File: config.mk
export PLATFORM = sky130hd
export DESIGN_NAME = fcw_walker
export DESIGN_NICKNAME = d
export VERILOG_FILES = /design/src/design/fcw_pkg.sv /design/src/design/fcw_walker.sv
export SDC_FILE = /design/constraint.sdc
export NUM_CORES = 1
export LEC_CHECK = 0
export BUFFER_PORTS_ARGS = -buffer_cell sky130_fd_sc_hd__buf_2
export CORE_UTILIZATION = 60
export CTS_CLUSTER_SIZE = 10
export DETAILED_ROUTE_END_ITERATION = 10
export GPL_TIMING_DRIVEN = 0
export PLACE_DENSITY = 0.84
export SYNTH_ARGS = -nofsm -noshare
export SYNTH_HDL_FRONTEND = slang
export SYNTH_SLANG_ARGS = --single-unit
File: constraint.sdc
create_clock -name clock -period 9.29 [get_ports clock]
set_input_delay 0.929 -clock clock [delete_from_list [all_inputs] [get_ports clock]]
set_output_delay 0.929 -clock clock [all_outputs]
set_load 0.03 [all_outputs]
File: src/design/fcw_pkg.sv
// ----------------------------------------------------------------------------
// fcw_pkg
// Shared types and constants of the FAT16 cluster chain walker.
// ----------------------------------------------------------------------------
package fcw_pkg;

   localparam int FAT_ENTRIES_DEF  = 4096;
   localparam int MAX_SEGMENTS_DEF = 64;

   // request field layout in req_tdata
   localparam int REQ_DATA_W    = 112;
   localparam int IDX_LSB       = 0;
   localparam int IDX_W         = 12;
   localparam int VAL_LSB       = 12;
   localparam int VAL_W         = 16;
   localparam int START_LSB     = 28;
   localparam int START_W       = 16;
   localparam int SIZE_LSB      = 44;
   localparam int LEN_LSB       = 76;
   localparam int LEN_W         = 32;

   localparam int RSP_DATA_W    = 48;
   localparam int CSR_ADDR_W    = 4;

   localparam logic ACT_WRITE = 1'b0;
   localparam logic ACT_WALK  = 1'b1;

   localparam logic [1:0] ST_OK      = 2'd0;
   localparam logic [1:0] ST_FREE    = 2'd1;
   localparam logic [1:0] ST_OUTSIDE = 2'd2;
   localparam logic [1:0] ST_LIMIT   = 2'd3;

   localparam logic [1:0] REG_CLUSTER_BYTES = 2'd0;
   localparam logic [1:0] REG_DATA_BASE     = 2'd1;
   localparam logic [1:0] REG_END_MARK      = 2'd2;

   typedef struct packed {
      logic [15:0] cluster_bytes;
      logic [31:0] data_base;
      logic [15:0] chain_end_mark;
   } cfg_type;

   typedef struct packed {
      logic        wr_en;
      logic        rd_en;
      logic [15:0] addr;
      logic [15:0] wdata;
   } tbl_req_type;

endpackage

File: src/design/fcw_walker.sv
// ----------------------------------------------------------------------------
// fcw_walker
// Request sequencer: table writes, chain walk and the result register.
// ----------------------------------------------------------------------------
module fcw_walker #(
   parameter int FAT_ENTRIES  = fcw_pkg::FAT_ENTRIES_DEF,
   parameter int MAX_SEGMENTS = fcw_pkg::MAX_SEGMENTS_DEF
) (
   input  logic                          clock,
   input  logic                          reset,
   input  fcw_pkg::cfg_type              cfg,
   input  logic                          req_tvalid,
   output logic                          req_tready,
   input  logic [fcw_pkg::REQ_DATA_W-1:0] req_tdata,
   input  logic                          req_tuser,
   output logic                          rsp_tvalid,
   input  logic                          rsp_tready,
   output logic [fcw_pkg::RSP_DATA_W-1:0] rsp_tdata,
   output logic [1:0]                    rsp_tuser,
   output logic                          rsp_tlast,
   output fcw_pkg::tbl_req_type          tbl_req,
   input  logic [15:0]                   tbl_rdata
);

   localparam int SW = $clog2(MAX_SEGMENTS + 1);
   localparam logic [16:0] ENTRIES_LIM = 17'(FAT_ENTRIES);
   localparam logic [SW-1:0] SEG_LAST = SW'(MAX_SEGMENTS - 1);
   localparam int RSP_DATA_W_L = fcw_pkg::RSP_DATA_W;

   localparam logic [1:0] S_IDLE = 2'd0;
   localparam logic [1:0] S_READ = 2'd1;
   localparam logic [1:0] S_EMIT = 2'd2;

   logic [1:0]    state_ff, state_in;
   logic [15:0]   cluster_ff, cluster_in;
   logic [31:0]   remaining_ff, remaining_in;
   logic [SW-1:0] seg_ff, seg_in;
   logic [31:0]   product_ff, product_in;
   logic          rsp_valid_ff, rsp_valid_in;
   logic [RSP_DATA_W_L-1:0] rsp_data_ff, rsp_data_in;
   logic [1:0]    rsp_status_ff, rsp_status_in;
   logic          rsp_last_ff, rsp_last_in;

   logic [11:0] req_idx;
   logic [15:0] req_val;
   logic [15:0] req_start;
   logic [31:0] req_size;
   logic [31:0] req_len;
   logic        accept;
   logic        slot_free;
   logic        full_seg;
   logic        outside;

   assign req_idx   = req_tdata[fcw_pkg::IDX_LSB +: fcw_pkg::IDX_W];
   assign req_val   = req_tdata[fcw_pkg::VAL_LSB +: fcw_pkg::VAL_W];
   assign req_start = req_tdata[fcw_pkg::START_LSB +: fcw_pkg::START_W];
   assign req_size  = req_tdata[fcw_pkg::SIZE_LSB +: fcw_pkg::LEN_W];
   assign req_len   = req_tdata[fcw_pkg::LEN_LSB +: fcw_pkg::LEN_W];

   assign req_tready = (state_ff == S_IDLE) && !reset;
   assign accept     = req_tvalid && req_tready;
   assign slot_free  = !rsp_valid_ff || rsp_tready;
   assign full_seg   = remaining_ff >= {16'd0, cfg.cluster_bytes};
   assign outside    = {1'b0, cluster_ff} >= ENTRIES_LIM;

   always_comb begin
      state_in      = state_ff;
      cluster_in    = cluster_ff;
      remaining_in  = remaining_ff;
      seg_in        = seg_ff;
      product_in    = product_ff;
      rsp_valid_in  = rsp_valid_ff && !rsp_tready;
      rsp_data_in   = rsp_data_ff;
      rsp_status_in = rsp_status_ff;
      rsp_last_in   = rsp_last_ff;
      tbl_req       = '0;

      unique case (state_ff)
         S_IDLE: begin
            if (accept) begin
               if (req_tuser == fcw_pkg::ACT_WRITE) begin
                  tbl_req.wr_en = ({5'd0, req_idx} < ENTRIES_LIM);
                  tbl_req.addr  = {4'd0, req_idx};
                  tbl_req.wdata = req_val;
               end else begin
                  cluster_in   = req_start;
                  remaining_in = (req_size < req_len) ? req_size : req_len;
                  seg_in       = '0;
                  state_in     = S_READ;
               end
            end
         end
         S_READ: begin
            tbl_req.rd_en = !outside;
            tbl_req.addr  = cluster_ff;
            product_in    = 32'(cluster_ff) * 32'(cfg.cluster_bytes);
            state_in      = S_EMIT;
         end
         S_EMIT: begin
            if (slot_free) begin
               rsp_valid_in  = 1'b1;
               rsp_data_in   = {cfg.cluster_bytes, cfg.data_base + product_ff};
               rsp_status_in = fcw_pkg::ST_OK;
               rsp_last_in   = 1'b1;
               state_in      = S_IDLE;
               if (!full_seg) begin
                  rsp_data_in[47:32] = remaining_ff[15:0];
               end else if (outside) begin
                  rsp_status_in = fcw_pkg::ST_OUTSIDE;
               end else if (tbl_rdata == 16'd0) begin
                  rsp_status_in = fcw_pkg::ST_FREE;
               end else if (tbl_rdata == cfg.chain_end_mark) begin
                  rsp_status_in = fcw_pkg::ST_OK;
               end else if (seg_ff == SEG_LAST) begin
                  rsp_status_in = fcw_pkg::ST_LIMIT;
               end else begin
                  rsp_last_in  = 1'b0;
                  cluster_in   = tbl_rdata;
                  remaining_in = remaining_ff - {16'd0, cfg.cluster_bytes};
                  seg_in       = seg_ff + SW'(1);
                  state_in     = S_READ;
               end
            end
         end
         default: begin
            state_in = S_IDLE;
         end
      endcase
   end

   always_ff @(posedge clock) begin
      if (reset) begin
         state_ff     <= S_IDLE;
         rsp_valid_ff <= 1'b0;
      end else begin
         state_ff     <= state_in;
         rsp_valid_ff <= rsp_valid_in;
      end
      cluster_ff    <= cluster_in;
      remaining_ff  <= remaining_in;
      seg_ff        <= seg_in;
      product_ff    <= product_in;
      rsp_data_ff   <= rsp_data_in;
      rsp_status_ff <= rsp_status_in;
      rsp_last_ff   <= rsp_last_in;
   end

   assign rsp_tvalid = rsp_valid_ff;
   assign rsp_tdata  = rsp_data_ff;
   assign rsp_tuser  = rsp_status_ff;
   assign rsp_tlast  = rsp_last_ff;

endmodule

==> metrics.txt <==
hold bufs inserted after CTS=0; main flop type after synthesis=edfxtp_1; via count of the first global-routing pass=~16,000; number of optimization iterations in the first detailed-route pass=5; clock tree from TritonCTS=yes; number of cell rows=between 60 and 70; mux contribution to synthesized area=2.657%; IO Count=284; max cap viols=0; worst IR drop on VDD=0.2559 mV; Worst Setup Slack post-DPL=1.242 ns; post-cts resize count=0; GR Overflow Total=0; number of CTS-inserted buffers=17; max-slew headroom at the worst pin=36.04%; period utilization=between 80 and 90%; startpoint class of the critical path=input pin; Adder-Cell Fraction of Synth Area=34.37%; global-route wire length before repair=77,110 um; total standard cell area after synthesis=between 15,000 and 20,000 um2; top library cells by usage in the layout, fill and taps aside=310 x inv_1, 278 x buf_2, 273 x nand2_1; crit path kind=in -> reg; Net Count, Synth=around 2,500; final critical delay including setup and external delays=roughly 7.6 ns; largest fanout on the critical path=10; CP endpoint=product_ff[31]; fmax=130.9 MHz; routed length per placed instance=18.19 um; worst reg-to-reg setup slack=1.92 ns; number of buffers added for setup after CTS=0; compound-cell area share of the yosys netlist=10.24%; initial DRC count=just over 1,000; area of the core=29,640 um2; number of pins with negative max-slew slack in the final report=0; CP Launch Point=cfg[56]; Yosys reg bits=141; Routed Antenna Nets=0; Final Hold Violating Endpoints=0; setup violation total in the final timing report=0; arrival time at the worst endpoint=around 7.8 ns; final total power=0.005704 W; Post-synth EDFFs=138; capturing point of the worst reg2reg path=product_ff[31]; dominant combinational cell family by area after synthesis=adder cells; effective utilization at floorplan=61.00%; DR vias=15,270; share of final-layout standard cells stronger than drive strength 1=between 10% and 20%; TritonCTS sink count=about 140; clock latency at the later pin of the worst-skew pair=roughly 0.44 ns; GP Congestion=approximately 0.95; HPWL reported at the end of detailed placement=just under 40,000 um; number of synthesis warnings=0; Area growth syn-to-layout=13.96%; number of buffers on the longest clock path=2; final setup skew=0.01187 ns; unique cell type count in the Yosys netlist=69; smallest setup slack after layout=roughly 1.7 ns; CTS clk-pin slew, worst paths=0.07 ns; drt drc=0; Syn Area/Cell=9.267 um2; DRT Wirelength=48,270 um; slew at the pin closest to its max-slew limit=0.9573 ns; net count of the finished layout=2,823; count of buffers from port buffering=between 200 and 300; Post-Synth XOR/XNOR Area=4.844%; total power divided by cell area=276.8 nW/um2; basic-gate share of the synthesized area counting and, or, nand and nor cells=16.66%; Worst R2R Path Depth=21; reg-to-reg critical path startpoint=cluster_ff[13]; Synth Instances=1,951; leakage power summed over all cells=9.894 nW; share of flip-flops with an asynchronous set or reset=0%; global-route usage over all layers=a little under a third; setup total negative slack=0 ns; most common cell after layout, fill and taps aside=inv_1; register area share after synthesis=23.25%; number of instances on the worst hold path=1; clk root buf=clkbuf_16; Die Footprint=approximately 30,000 um2; sort of element at the end of the critical path=register; number of antenna violations at the first check in global routing=2; DIE WIDTH=175.6 um; class of the most critical hold timing path=reg -> reg; required arrival time at the worst endpoint=9.48 ns; RSZ-0062 raised after global routing=false; number of levels in the clock H-tree=4; via count normalized by instance count=roughly 5.8; end-of-flow core utilization=a little over two thirds; Vert. Die Dim=~180 um; run status=finished clean; largest net degree at the start of global routing=40
[state kept, by name (all words and copies together) (netlist names)]
name          flops
rsp_tlast         1
seg_ff            7
rsp_tdata        48
remaining_ff     32
cluster_ff       16
rsp_tuser         2
product_ff       32
rsp_tvalid        1
state_ff          2
[where the power goes]
part | total, W | internal, W | switching, W
clock | 0.000698 | 0.000378 | 0.000320
combinational | 0.00400 | 0.00171 | 0.00230
sequential | 0.00100 | 0.000970 | 0.0000313
[through the flow]
step	instance area [um2]	instances	hold WS, ns
finish	20600	2653	0.5440
global route	20600	2650	0.5581
CTS	20600	2650	0.5477
detailed placement	20020	2618	0.5327
global placement	19940	2615	0.5307
floorplan	18080	1951	0.5128
[final cells by class]
cell class / instances / area [um2]
buffer: 68 / 280.3
clock inverter: 15 / 151.4
clock buffer: 17 / 425.4
multi-input combinational: 1432 / 12450
tap: 390 / 488.0
antenna: 3 / 7.507
fill: 2290 / 9035
timing repair buffer: 277 / 1431
inverter: 310 / 1164
sequential: 141 / 4204
[Yosys cell counts, types with 3 or more instances]
master       n  area [um2]
clkbuf_1    60       225.2
or3_1        6       37.54
a21oi_1     78       390.4
nand3_1     30       150.1
edfxtp_1   138        4144
a22o_1      12       105.1
o41ai_1      3       26.28
nand4_1     14       87.58
o21ai_1     13       65.06
o211a_1      4       40.04
nand2b_1    17       106.4
nor2b_1     14       87.58
inv_1      310        1164
a211oi_1    12       90.09
o211ai_1     7       52.55
and3_1      10       62.56
a21o_1      27       202.7
o221ai_1     3       26.28
o21bai_1    12       90.09
a31oi_1     12       75.07
nand2_1    273        1025
o21ai_0     54       270.3
mux2_2      28       315.3
o31ai_1      9       67.56
ha_1       183        2290
mux2_1       4       45.04
nor4_1      10       62.56
nor2_1      67       251.5
xor2_1      43       376.6
fa_1       196        3924
a2111oi_0    4       35.03
nor3_1      26       130.1
buf_2        4       20.02
o21a_1      10       75.07
dfxtp_1      3       60.06
a211o_1      3       26.28
mux2i_1     12       120.1
and2_1     144       900.9
xnor2_1     57       499.2
[worst min-delay path by stage]
| stage | end | slack (ns) | startpoint |
|---|---|---|---|
| after floorplan | rsp_tdata[0] | 0.51 | product_ff[0] |
| after global placement | rsp_tdata[0] | 0.53 | product_ff[0] |
| after detailed placement | rsp_tdata[0] | 0.53 | product_ff[0] |
| after CTS | rsp_tdata[0] | 0.55 | product_ff[0] |
| after global routing | rsp_tdata[0] | 0.56 | product_ff[0] |
| final | rsp_tdata[0] | 0.54 | product_ff[0] |
[logic make-up (layout without fill, tap and decap cells)]
family / after synthesis / count (layout)
buffers and inverters: 378 / 687
AND/OR/NAND/NOR: 623 / 623
adder cells (fa/ha/maj): 379 / 379
XOR/XNOR: 100 / 100
multiplexers: 44 / 44
flip-flops: 141 / 141
other: 0 / 3
AO/OA/AOI/OAI: 286 / 286
[critical path, stage by stage]
cell,delay [ns]
clkbuf_1,0.57
clkbuf_1,0.59
nand2_1,0.16
fa_1,0.51
fa_1,0.52
inv_1,0.06
fa_1,0.57
fa_1,0.44
fa_1,0.51
inv_1,0.06
fa_1,0.48
inv_1,0.04
ha_1,0.32
and3_1,0.22
and3_1,0.22
and3_1,0.20
a2111oi_0,0.67
o41ai_1,0.17
a21oi_1,0.32
o21ai_1,0.11
xnor2_1,0.14
[metal layers]
metal  global-route usage [%]  vias up  part of all wire [%]
met4                    15.25        0                   4.3
met3                    5.844      131                   8.5
met1                    37.65     7308                    38
met2                    56.26      806                    49
li1                         -     7025                     -
met5                        0        -                     0
Power figures use the tool's default switching activity.
